File: src/design/imufd_pkg.sv
// Shared types, frame constants and the axis scaling function of the IMU frame decoder.
package imufd_pkg;

	// Result kinds as presented on the kind port
	typedef enum logic [1:0] {
		KIND_ANGLE = 2'd0,
		KIND_MAG   = 2'd1,
		KIND_ACCEL = 2'd2,
		KIND_RATE  = 2'd3
	} kind_t;

	// Header and frame type bytes
	localparam logic [7:0] HDR_BYTE   = 8'h55;
	localparam logic [7:0] TYPE_ANGLE = 8'h53;
	localparam logic [7:0] TYPE_MAG   = 8'h54;
	localparam logic [7:0] TYPE_ACCEL = 8'h51;
	localparam logic [7:0] TYPE_RATE  = 8'h52;

	// Byte offsets inside a frame
	localparam int POS_HEADER = 0;
	localparam int POS_TYPE   = 1;
	localparam int POS_X_LO   = 2;
	localparam int POS_X_HI   = 3;
	localparam int POS_Y_LO   = 4;
	localparam int POS_Y_HI   = 5;
	localparam int POS_Z_LO   = 6;
	localparam int POS_Z_HI   = 7;

	// Scale factors in units of 2^-16 per count (180/32768, 2/32768, 2000/32768)
	localparam int FACT_W = 13;
	localparam logic signed [FACT_W-1:0] SCALE_ANGLE = 13'sd360;
	localparam logic signed [FACT_W-1:0] SCALE_MAG   = 13'sd1;
	localparam logic signed [FACT_W-1:0] SCALE_ACCEL = 13'sd4;
	localparam logic signed [FACT_W-1:0] SCALE_RATE  = 13'sd4000;

	localparam int AXIS_W = 28;

	// Result kind plus the three raw sensor words of one frame, handed to the scaling stage
	typedef struct packed {
		kind_t       kind;
		logic [15:0] wx;
		logic [15:0] wy;
		logic [15:0] wz;
	} frame_words_t;

	// One constant multiply: word (signed or unsigned) times a signed factor
	function automatic logic signed [AXIS_W-1:0] scale_word(
		input logic [15:0]                w,
		input logic                       is_signed,
		input logic signed [FACT_W-1:0]   fact
	);
		logic signed [16:0] op;
		logic signed [29:0] prod;
		op   = is_signed ? {w[15], w} : {1'b0, w};
		prod = 30'(op) * 30'(fact);
		return prod[AXIS_W-1:0];
	endfunction

endpackage

File: src/design/imu_frame_decoder.sv
// IMU serial frame decoder: byte tracking, frame capture and axis scaling pipeline.
// Data byte 7 sends a result through the word stage and then the result register.
// Throughput: one byte per cycle; the byte tracker, a word register stage and the
// result register each take a new entry every cycle the downstream side can move.
// Reset (arst_n low) clears frame position, frame count, held bytes and both valid flags.
// Without a buffer_start after reset, bytes are counted as if a buffer had just begun.
module imu_frame_decoder #(
	parameter int FRAME_BYTES = 11,
	parameter int FRAMES      = 2
) (
	input  logic                         clk,
	input  logic                         arst_n,
	input  logic                         in_valid,
	output logic                         in_ready,
	input  logic [7:0]                   data_byte,
	input  logic                         buffer_start,
	output logic                         out_valid,
	input  logic                         out_ready,
	output logic [1:0]                   kind,
	output logic signed [imufd_pkg::AXIS_W-1:0] axis_x,
	output logic signed [imufd_pkg::AXIS_W-1:0] axis_y,
	output logic signed [imufd_pkg::AXIS_W-1:0] axis_z
);
	import imufd_pkg::*;

	localparam int POS_W  = $clog2(FRAME_BYTES);
	localparam int FIDX_W = $clog2(FRAMES + 1);

	// Frame tracking state
	logic [POS_W-1:0]  pos_q;
	logic [FIDX_W-1:0] fidx_q;
	logic              hdr_ok_q;
	logic [7:0]        ftype_q;
	logic [7:0]        lo_q;
	logic [15:0]       wx_q;
	logic [15:0]       wy_q;

	// Pipeline registers
	logic         s1_valid_q;
	frame_words_t s1_words_q;
	logic         out_valid_q;
	kind_t        kind_q;
	logic signed [AXIS_W-1:0] ax_q, ay_q, az_q;

	// Handshake and decode signals
	logic              in_acc;
	logic              out_load;
	logic [POS_W-1:0]  pos_eff;
	logic [FIDX_W-1:0] fidx_eff;
	logic              active;
	logic              emit;
	kind_t             kind_dec;
	logic              last_byte;

	// Backpressure: output register frees when empty or taken, word stage follows it
	assign out_load = !out_valid_q || out_ready;
	assign in_ready = !s1_valid_q || out_load;
	assign in_acc   = in_valid && in_ready;

	// Position after a possible buffer restart
	assign pos_eff   = buffer_start ? '0 : pos_q;
	assign fidx_eff  = buffer_start ? '0 : fidx_q;
	assign active    = fidx_eff < FIDX_W'(FRAMES);
	assign last_byte = pos_eff >= POS_W'(FRAME_BYTES - 1);

	// Type decode for the last data byte
	always_comb begin
		emit     = 1'b0;
		kind_dec = KIND_ANGLE;
		if (active && pos_eff == POS_W'(POS_Z_HI) && hdr_ok_q) begin
			case (ftype_q)
				TYPE_ANGLE: begin emit = 1'b1; kind_dec = KIND_ANGLE; end
				TYPE_MAG:   begin emit = 1'b1; kind_dec = KIND_MAG;   end
				TYPE_ACCEL: begin emit = 1'b1; kind_dec = KIND_ACCEL; end
				TYPE_RATE:  begin emit = 1'b1; kind_dec = KIND_RATE;  end
				default:    begin emit = 1'b0; kind_dec = KIND_ANGLE; end
			endcase
		end
	end

	// Frame tracker: header, type and word capture per byte offset
	always_ff @(posedge clk or negedge arst_n) begin
		if (!arst_n) begin
			pos_q    <= '0;
			fidx_q   <= '0;
			hdr_ok_q <= 1'b0;
			ftype_q  <= '0;
			lo_q     <= '0;
			wx_q     <= '0;
			wy_q     <= '0;
		end else if (in_acc && active) begin
			if (pos_eff == POS_W'(POS_HEADER)) begin
				hdr_ok_q <= (data_byte == HDR_BYTE);
			end
			if (pos_eff == POS_W'(POS_TYPE)) begin
				ftype_q <= data_byte;
			end
			if (pos_eff == POS_W'(POS_X_LO) || pos_eff == POS_W'(POS_Y_LO) ||
			    pos_eff == POS_W'(POS_Z_LO)) begin
				lo_q <= data_byte;
			end
			if (pos_eff == POS_W'(POS_X_HI)) begin
				wx_q <= {data_byte, lo_q};
			end
			if (pos_eff == POS_W'(POS_Y_HI)) begin
				wy_q <= {data_byte, lo_q};
			end
			if (last_byte) begin
				pos_q  <= '0;
				fidx_q <= fidx_eff + FIDX_W'(1);
			end else begin
				pos_q  <= pos_eff + POS_W'(1);
				fidx_q <= fidx_eff;
			end
		end
	end

	// Word stage: one frame's raw words, held until the result register frees
	always_ff @(posedge clk or negedge arst_n) begin
		if (!arst_n) begin
			s1_valid_q <= 1'b0;
		end else if (in_ready) begin
			s1_valid_q <= in_acc && emit;
		end
	end

	always_ff @(posedge clk) begin
		if (in_ready && in_acc && emit) begin
			s1_words_q.kind <= kind_dec;
			s1_words_q.wx   <= wx_q;
			s1_words_q.wy   <= wy_q;
			s1_words_q.wz   <= {data_byte, lo_q};
		end
	end

	// Scaling: one constant multiply per axis, x inversion for angle and rate folded into the factor
	logic                     x_sgn, yz_sgn;
	logic signed [FACT_W-1:0] x_fact, yz_fact;

	always_comb begin
		case (s1_words_q.kind)
			KIND_ANGLE: begin x_sgn = 1'b1; yz_sgn = 1'b0; x_fact = -SCALE_ANGLE;
				yz_fact = SCALE_ANGLE; end
			KIND_MAG: begin x_sgn = 1'b0; yz_sgn = 1'b0; x_fact = SCALE_MAG;
				yz_fact = SCALE_MAG; end
			KIND_ACCEL: begin x_sgn = 1'b0; yz_sgn = 1'b0; x_fact = SCALE_ACCEL;
				yz_fact = SCALE_ACCEL; end
			KIND_RATE: begin x_sgn = 1'b1; yz_sgn = 1'b1; x_fact = -SCALE_RATE;
				yz_fact = SCALE_RATE; end
			default: begin x_sgn = 1'b0; yz_sgn = 1'b0; x_fact = SCALE_MAG;
				yz_fact = SCALE_MAG; end
		endcase
	end

	// Result register
	always_ff @(posedge clk or negedge arst_n) begin
		if (!arst_n) begin
			out_valid_q <= 1'b0;
		end else if (out_load) begin
			out_valid_q <= s1_valid_q;
		end
	end

	always_ff @(posedge clk) begin
		if (out_load && s1_valid_q) begin
			kind_q <= s1_words_q.kind;
			ax_q   <= scale_word(s1_words_q.wx, x_sgn, x_fact);
			ay_q   <= scale_word(s1_words_q.wy, yz_sgn, yz_fact);
			az_q   <= scale_word(s1_words_q.wz, yz_sgn, yz_fact);
		end
	end

	assign out_valid = out_valid_q;
	assign kind      = kind_q;
	assign axis_x    = ax_q;
	assign axis_y    = ay_q;
	assign axis_z    = az_q;

	// Checks
	a_pos_range: assert property (@(posedge clk) disable iff (!arst_n)
		int'(pos_q) < FRAME_BYTES)
		else $error("frame position beyond frame length");

	a_fidx_range: assert property (@(posedge clk) disable iff (!arst_n)
		int'(fidx_q) <= FRAMES)
		else $error("frame count beyond limit");

	a_emit_to_s1: assert property (@(posedge clk) disable iff (!arst_n)
		in_acc && emit |=> s1_valid_q)
		else $error("decoded frame not captured in word stage");

	a_s1_hold: assert property (@(posedge clk) disable iff (!arst_n)
		s1_valid_q && !out_load |=> s1_valid_q && $stable(s1_words_q))
		else $error("word stage lost or changed a stalled frame");

	a_mag_raw: assert property (@(posedge clk) disable iff (!arst_n)
		out_valid_q && kind_q == KIND_MAG |->
		ax_q[AXIS_W-1:16] == '0 && ay_q[AXIS_W-1:16] == '0 && az_q[AXIS_W-1:16] == '0)
		else $error("magnetometer counts not passed raw");

endmodule
File: config.mk
export PLATFORM = sky130hd
export DESIGN_NAME = imu_frame_decoder
export DESIGN_NICKNAME = d
export VERILOG_FILES = /design/src/design/imufd_pkg.sv /design/src/design/imu_frame_decoder.sv
export SDC_FILE = /design/constraint.sdc
export NUM_CORES = 1
export LEC_CHECK = 0
export BUFFER_PORTS_ARGS = -buffer_cell sky130_fd_sc_hd__buf_2
export CAP_MARGIN = 20
export CORE_AREA = 10 10 239 241
export CTS_CLUSTER_DIAMETER = 120
export DETAILED_ROUTE_END_ITERATION = 8
export DIE_AREA = 0 0 249 251
export PLACE_DENSITY = 0.68
export SLEW_MARGIN = 20
export SYNTH_ARGS = -nofsm -noshare
export SYNTH_HDL_FRONTEND = slang
export SYNTH_SLANG_ARGS = --single-unit
File: constraint.sdc
create_clock -name clk -period 6.7 [get_ports clk]
set_input_delay 1.34 -clock clk [delete_from_list [all_inputs] [get_ports clk]]
set_output_delay 1.34 -clock clk [all_outputs]
set_load 0.02 [all_outputs]
==> impl_results.md, run 1 <==
* Worst voltage drop across the vdd grid at around 0.25 mV
* Max-cap viol count at 0
* Internal power at 2.044 mW
* Leak Pwr at 14.09 nW
* Placement Rows at 84
* Die extent in x at between 200 and 250 um
* Switching Fraction at 0.2630
* Antenna violations before repair at 9
* Count leader, synth: inv_1
* Overall die area at 62,500 sq um
* Reg power frac at 0.548
* Worst hold margin at 0.4466 ns
* Transition at the pin with the smallest max-transition slack at 0.8727 ns
* Cell Pwr Density at 101.2 nW/um^2
* Critical path capture point type: flop
* Synthesis-to-finish area growth at 8.339%
* Leading post-synthesis cells by cell area: fa_1 33%, edfxtp_1 16%, ha_1 15%, inv_1 11%, dfrtp_1 5.6%
* Fin worst setup slack at 0.2996 ns
* Kind of cell with the highest combined delay on the critical path: adder cells
* Vias in the first global route at 17,510
* TritonCTS clock tree: done
* Total design power at ~2.8 mW
* Delay of the slowest critical-path stage at 0.55 ns
* Overall Global Routing Usage at 0.1701
* Total global routing overflow at 0
* Start point of the worst min-delay path: wx_q[3]$_DFFE_PN0P_
* Part of the power in the clock network at 0.384
* Routability cong. at between 0.8 and 0.9
* Max Transition Viols Final at 0
* Worst min-delay path category: reg -> reg
* DRT Wirelength at 49,830 um
* Net Count, Synth at approximately 3,200
* Maximum number of pins on one net before global-route repair at 58
* Starting density of the core at 0.4843
* Clock skew at approximately 0.014 ns
* Post-route DRC violation count at 0
* First-pass GRT wire length at between 80,000 and 90,000 um
* Final-layout fill cell count at 4,612
* Number of instances on the worst hold path at 0
* 1st-iter DRT viols at around 650
* Time the final worst path needs with I/O delays and setup at about 6.4 ns
* Sink of the worst hold path: s1_words_q[35]$_DFFE_PP_
* Clock Sinks at 193
* Crit path top cell by count: fa_1
* Post-synth EDFFs at 136
* Post-synthesis average cell area at 10.49 sq um
* Primary FF master, synth: edfxtp_1
* Worst reg2reg path endpoint: axis_x[26]$_DFFE_PP_
* Proportion of register bits with asynchronous set or reset after synthesis at 0.2953
* Fraction of the core area covered by cells at the end of the flow at 0.5247
* Category of the worst setup path launch point: flop
* Part of the power in combinational logic at 0.068
* FF-to-FF path depth at 21
* Count of TritonRoute iterations in the first routing pass at 5
* Routed Antenna Nets at 0
* Sequential fraction of the synthesis area at 0.2178
* I/O Buffers at 100
* Worst-case clock buffer depth at 2
* Reg-to-reg critical path startpoint: s1_words_q[48]$_SDFFCE_PN0P_
* Register-to-Register Setup Slack at 0.30 ns
* Highest net fanout along the worst path at 6
* TritonCTS Buffers at 17
* Slowest library cell on the worst path: fa_1
* Number of distinct standard cells referenced by the synthesized netlist at 57
* Total via count in the routed design at around 16,000
* Most area-hungry cell type in the Yosys netlist: fa_1
* Final hold violation count at 0
* Count of mapped cells out of synthesis at ~2,400
* Htree depth at 4
* # hold bufs at CTS at 0
* Final-stage net count at 3,261
* Root Buffer Master: clkbuf_16
* Tcrit/Tclk final at 0.9553
* Relative slew margins at 0.4166
* Net switching power at 729.3 uW
* Type of the setup path with the least slack: reg -> reg
* Endpoints failing setup at 0
* HPWL after DPL at 42,490 um
* Number of synthesis warnings at 0
* Max Clock Freq at 156.2 MHz
* Worst slack at placement at roughly 0.028 ns
* Fraction of post-synthesis cell area in the top cell type by area at 0.3347
* Placeable Area at around 52,000 sq um
* Crit path DAT at 6.66 ns
* Count of buffers added by post-CTS timing repair for setup at 0
* Number of register bits inferred by synthesis at 193
* Clock Latency Late Sink at 0.50 ns
* # resized after CTS at 1
* Vertical die dimension at 251 um
* List of cells traversed by the critical path: ha_1, and2_1, fa_1, inv_1, fa_1, inv_1, fa_1, fa_1, fa_1, inv_1, fa_1, inv_1, ha_1, nand3_1, nor2_1, a311oi_2, a211oi_1, or3_1, a31o_1, a21oi_1, xnor2_1
* Critical path buffer and inverter count at 4
* Drt wl/cell at 15.44 um
* Status: completed
* Area of the mapped netlist at between 20,000 and 30,000 sq um
* Top-Level Pins at just over 100
* Most frequent cells after synthesis: 717 x inv_1, 423 x fa_1, 303 x ha_1
* Share of post-route cells with drive strength above 1 at 0.09073
* Worst-path clk slew at 0.08 ns
* Required time at the worst-slack endpoint at between 6 and 7 ns
* Summed negative setup slack over all endpoints at 0 ns
* Average via count per standard cell at 4.909
[flip-flops by register name, indices dropped and copies added, names as in the netlist]
signal / cells
s1_words_q: 50
axis_x: 28
axis_y: 28
axis_z: 28
wx_q: 16
wy_q: 16
ftype_q: 8
lo_q: 8
pos_q: 4
fidx_q: 2
kind: 2
hdr_ok_q: 1
out_valid: 1
s1_valid_q: 1
[metal layers]
metal	track usage	wire length (um)	vias to the layer above	part of all wire
met5	0	63	-	0.0013
met4	0.04007	714	12	0.014
met3	0.03642	2114	61	0.042
met2	0.2977	25680	228	0.52
met1	0.2115	21260	8001	0.43
li1	-	-	7539	-
[cells in the final DEF, fill, tap and decap left out, drive strengths merged, types with 4 or more instances in the layout]
master and instances:
buf 130, edfxtp 136, o31ai 4, a31o 4
fa 423, xor2 16, inv 723, nand2 111
o21bai 7, a21oi 48, a31oi 6, o21a 6
clkinv 9, or2 9, and2 148, nor2 65
o21ai 37, xnor2 85, nand2b 22, o41ai 4
dfrtp 57, a21o 17, nor2b 24, a211oi 6
and3 7, nor3 13, mux2 48, or3 4
nand3 18, clkbuf 18, diode 4, nor4bb 4
ha 303
[power by group through the flow]
stage               logic, mW  clock network, mW  registers (mW)
detailed placement      0.187                  0            1.54
global route            0.208               1.14            1.53
CTS                     0.189               1.10            1.52
finish                  0.188               1.07            1.52
global placement        0.176                  0            1.54
floorplan               0.151                  0            1.50
[worst max-delay path by stage]
stage / from / cells past startpoint / slack, ns / to
6_report: s1_words_q[48]$_SDFFCE_PN0P_ / 21 / 0.30 / axis_x[26]$_DFFE_PP_
5_1_grt: s1_words_q[48]$_SDFFCE_PN0P_ / 21 / -0.004 / axis_x[17]$_DFFE_PP_
4_1_cts: s1_words_q[48]$_SDFFCE_PN0P_ / 20 / 0.18 / axis_x[27]$_DFFE_PP_
3_5_place_dp: s1_words_q[49]$_SDFFCE_PN0P_ / 20 / 0.03 / axis_x[27]$_DFFE_PP_
3_3_place_gp: s1_words_q[48]$_SDFFCE_PN0P_ / 22 / 0.14 / axis_x[26]$_DFFE_PP_
2_1_floorplan: s1_words_q[48]$_SDFFCE_PN0P_ / 24 / 0.27 / axis_x[26]$_DFFE_PP_
[metrics by stage]
step | cells | area, sq um
2_1_floorplan | 2412 | 25300
3_3_place_gp | 3191 | 26750
3_5_place_dp | 3191 | 26750
4_1_cts | 3223 | 27370
5_1_grt | 3224 | 27400
6_report | 3227 | 27410
[area by class of cell]
type	count	area (sq um)	share of cell area
clock buffers	18	429.2	0.01566
diodes	4	10.01	0.0003652
flip-flops and latches	193	5510	0.2011
inverters	718	2695	0.09833
repair buffers	130	729.5	0.02661
multi-input cells	1462	16990	0.6198
clock inverters	14	185.2	0.006756
well taps	688	860.8	0.03141
[cell families (layout without fill, tap and decap cells)]
family	after synthesis	after routing	share of synthesized area
compound gates	156	156	0.04016
xor+xnor	101	101	0.03497
fa+ha+maj	727	727	0.4850
buf+inv	757	880	0.1123
flops	193	193	0.2178
mux	48	48	0.02137
other cells	0	4	0
simple gates	430	430	0.08838
Note: power is estimated with default switching activity, not from simulation.
==> inputs of run 2 (changes only) <==
--- a/config.mk
+++ b/config.mk
@@ -5,13 +5,14 @@
 export SDC_FILE = /design/constraint.sdc
 export NUM_CORES = 1
 export LEC_CHECK = 0
-export BUFFER_PORTS_ARGS = -buffer_cell sky130_fd_sc_hd__buf_2
 export CAP_MARGIN = 20
 export CORE_AREA = 10 10 239 241
 export CTS_CLUSTER_DIAMETER = 120
 export DETAILED_ROUTE_END_ITERATION = 8
 export DIE_AREA = 0 0 249 251
-export PLACE_DENSITY = 0.68
+export DONT_BUFFER_PORTS = 1
+export HOLD_SLACK_MARGIN = 0.02
+export PLACE_DENSITY = 0.66
 export SLEW_MARGIN = 20
 export SYNTH_ARGS = -nofsm -noshare
 export SYNTH_HDL_FRONTEND = slang
==> impl_results.md, run 2 (synthesized netlist as in run 1, its figures left out) <==
* Status: completed
* Overall Global Routing Usage at 0.1674 (-0.002709)
* Max-cap viol count at 0 (unchanged)
* Crit path DAT at 6.63 ns (-0.03 ns)
* Final-layout fill cell count at 4,622 (+0.22%)
* Final-stage net count at 3,159 (-3.1%)
* Category of the worst setup path launch point: flop
* Post-route DRC violation count at 0 (unchanged)
* Flip-flop count of the largest register after layout at 50 (unchanged)
* Htree depth at 4 (unchanged)
* Die extent in x at 249 um (unchanged)
* Max Transition Viols Final at 0 (unchanged)
* Starting density of the core at 0.4843 (unchanged)
* Fraction of the core area covered by cells at the end of the flow at 0.5157 (-0.009031)
* Average via count per standard cell at 4.891 (-0.36%)
* Routability cong. at 0.8789 (-1.7%)
* # hold bufs at CTS at 0 (unchanged)
* Relative slew margins at 0.4399 (+0.02329)
* Switching Fraction at 0.2666 (+0.003624)
* TritonCTS clock tree: done
* Ant. Diodes at 0 (-4)
* Type of the setup path with the least slack: reg -> reg
* Leak Pwr at 13.71 nW (-2.7%)
* Clock Latency Late Sink at 0.50 ns (about the same)
* Area of combinational cells with multiple inputs at 17,010 sq um (+0.11%)
* Top-Level Pins at 101 (unchanged)
* Synthesis-to-finish area growth at 6.474%
* List of cells traversed by the critical path: inv_1, ha_1, buf_4, and2_1, fa_1, inv_1, fa_1, inv_1, fa_1, fa_1, fa_1, inv_1, fa_1, inv_1, ha_1, nand3_2, nor2_1, a311oi_2, a211oi_2, or3_1, a31o_1, a21oi_2, xnor2_1
* Worst min-delay path category: reg -> reg
* Routed Antenna Nets at 0 (unchanged)
* Antenna violations before repair at 1 (-8)
* Part of the power in the clock network at 0.402 (+0.018)
* Overall die area at 62,500 sq um (unchanged)
* Worst-path clk slew at 0.09 ns (about the same)
* Worst-case clock buffer depth at 2 (unchanged)
* HPWL after DPL at 42,220 um (-0.64%)
* Highest net fanout along the worst path at 10 (+4)
* Crit path top cell by count: fa_1
* Part of the power in combinational logic at 0.059 (-0.009)
* Required time at the worst-slack endpoint at 6.95 ns (about the same)
* Summed negative setup slack over all endpoints at 0 ns (unchanged)
* Worst slack at placement at 0.1416 ns (+0.1137 ns)
* Net switching power at 750.3 uW (+2.9%)
* DRT Wirelength at 49,350 um (-0.95%)
* Vias in the first global route at 16,880 (-3.6%)
* Clock skew at 0.01704 ns (+0.002950 ns)
* Highest-count cells in the layout ignoring fill and taps: 716 x inv_1, 423 x fa_1, 301 x ha_1
* Worst voltage drop across the vdd grid at 0.1865 mV (-26%)
* Internal power at 2.063 mW (+0.97%)
* Cell Pwr Density at 104.5 nW/um^2 (+3.2%)
* Total via count in the routed design at 15,270 (-3.6%)
* Start point of the worst min-delay path: wx_q[11]$_DFFE_PN0P_
* Sink of the worst hold path: s1_words_q[43]$_DFFE_PP_
* Placement Rows at 84 (unchanged)
* Time the final worst path needs with I/O delays and setup at 6.374 ns (-0.02622 ns)
* Clock Sinks at 193 (unchanged)
* Critical path capture point type: flop
* Total global routing overflow at 0 (unchanged)
* Vertical die dimension at 251 um (unchanged)
* Placeable Area at 52,240 sq um (unchanged)
* I/O Buffers at 0 (-100%)
* FF-to-FF path depth at 23 (+9.5%)
* Number of instances on the worst hold path at 0 (unchanged)
* Drt wl/cell at 15.81 um (+2.4%)
* Reg-to-reg critical path startpoint: s1_words_q[49]$_SDFFCE_PN0P_
* Register-to-Register Setup Slack at 0.33 ns (+0.03 ns)
* Reg power frac at 0.539 (-0.009)
* Most frequent standard cell in the layout excluding fill and tap cells: inv_1
* Endpoints failing setup at 0 (unchanged)
* Worst reg2reg path endpoint: axis_x[26]$_DFFE_PP_
* 1st-iter DRT viols at 621 (-3.7%)
* Root Buffer Master: clkbuf_16
* Reg with most FFs: s1_words_q
* Delay of the slowest critical-path stage at 0.55 ns (about the same)
* Fin worst setup slack at 0.3259 ns (+0.02622 ns)
* Slowest library cell on the worst path: fa_1
* First-pass GRT wire length at 85,250 um (-1.6%)
* Transition at the pin with the smallest max-transition slack at 0.8378 ns (-0.03483 ns)
* Final hold violation count at 0 (unchanged)
* Count of TritonRoute iterations in the first routing pass at 5 (unchanged)
* Maximum number of pins on one net before global-route repair at 58 (unchanged)
* Sequential Area at 5510 sq um (unchanged)
* Share of post-route cells with drive strength above 1 at 0.05672 (-0.03401)
* TritonCTS Buffers at 17 (unchanged)
* Tcrit/Tclk final at 0.9514 (-0.003913)
* Max Clock Freq at 156.9 MHz (+0.41%)
run 2: what timing repair did:
action	4_1_cts	5_1_grt
resized for setup	0	14
setup endpoints to repair	0	6
setup buffers	0	1
run 2: area by class of cell:
class / instances / area share
multi-input cells: 1462 / 0.6314
flip-flops and latches: 193 / 0.2046
inverters: 718 / 0.1001
well taps: 688 / 0.03196
clock buffers: 17 / 0.01579
clock inverters: 15 / 0.008361
repair buffers: 28 / 0.007804
run 2: worst max-delay path by stage:
stage                                       startpoint              endpoint  slack [ns]  cells after the start
after floorplan           s1_words_q[48]$_SDFFCE_PN0P_  axis_x[26]$_DFFE_PP_        0.27                     24
after global placement    s1_words_q[48]$_SDFFCE_PN0P_  axis_x[26]$_DFFE_PP_        0.24                     22
after detailed placement  s1_words_q[49]$_SDFFCE_PN0P_  axis_x[26]$_DFFE_PP_        0.14                     24
after CTS                 s1_words_q[49]$_SDFFCE_PN0P_  axis_x[26]$_DFFE_PP_        0.11                     24
after global routing      s1_words_q[49]$_SDFFCE_PN0P_  axis_x[26]$_DFFE_PP_      -0.006                     26
final                     s1_words_q[49]$_SDFFCE_PN0P_  axis_x[26]$_DFFE_PP_        0.33                     23
run 2: worst max-delay path, delay by kind of cell (launching register included):
| family | cells | cell delay [ns] |
|---|---|---|
| DFF | 1 | 0.41 |
| and+or+nand+nor | 4 | 0.79 |
| AOI/OAI and AO/OA | 4 | 0.83 |
| adders and majority gates | 8 | 3.53 |
| xor gates and xnor gates | 1 | 0.08 |
| buffers and inverters | 6 | 0.46 |
run 2: stage by stage:
step	power, mW	instances	area, sq um	hold WS, ns
global route	2.929	3121	26940	0.4577
global placement	1.692	3088	26230	0.4245
finish	2.814	3121	26940	0.4423
detailed placement	1.711	3088	26230	0.4273
floorplan	1.648	2412	25300	0.4194
CTS	2.856	3120	26880	0.4459
run 2: routing by layer:
| metal | global-route usage | part of all wire | vias to the layer above |
|---|---|---|---|
| met5 | 0 | 0.00026 | - |
| li1 | - | - | 7314 |
| met3 | 0.03323 | 0.039 | 33 |
| met4 | 0.04164 | 0.013 | 2 |
| met2 | 0.2891 | 0.51 | 181 |
| met1 | 0.2121 | 0.44 | 7736 |
run 2: power groups by stage:
stage          clock (mW)  sequential (mW)  combinational, mW
2_1_floorplan           0             1.50              0.151
3_3_place_gp            0             1.53              0.158
3_5_place_dp            0             1.54              0.167
4_1_cts              1.17             1.52              0.168
5_1_grt              1.21             1.53              0.184
6_report             1.13             1.52              0.166
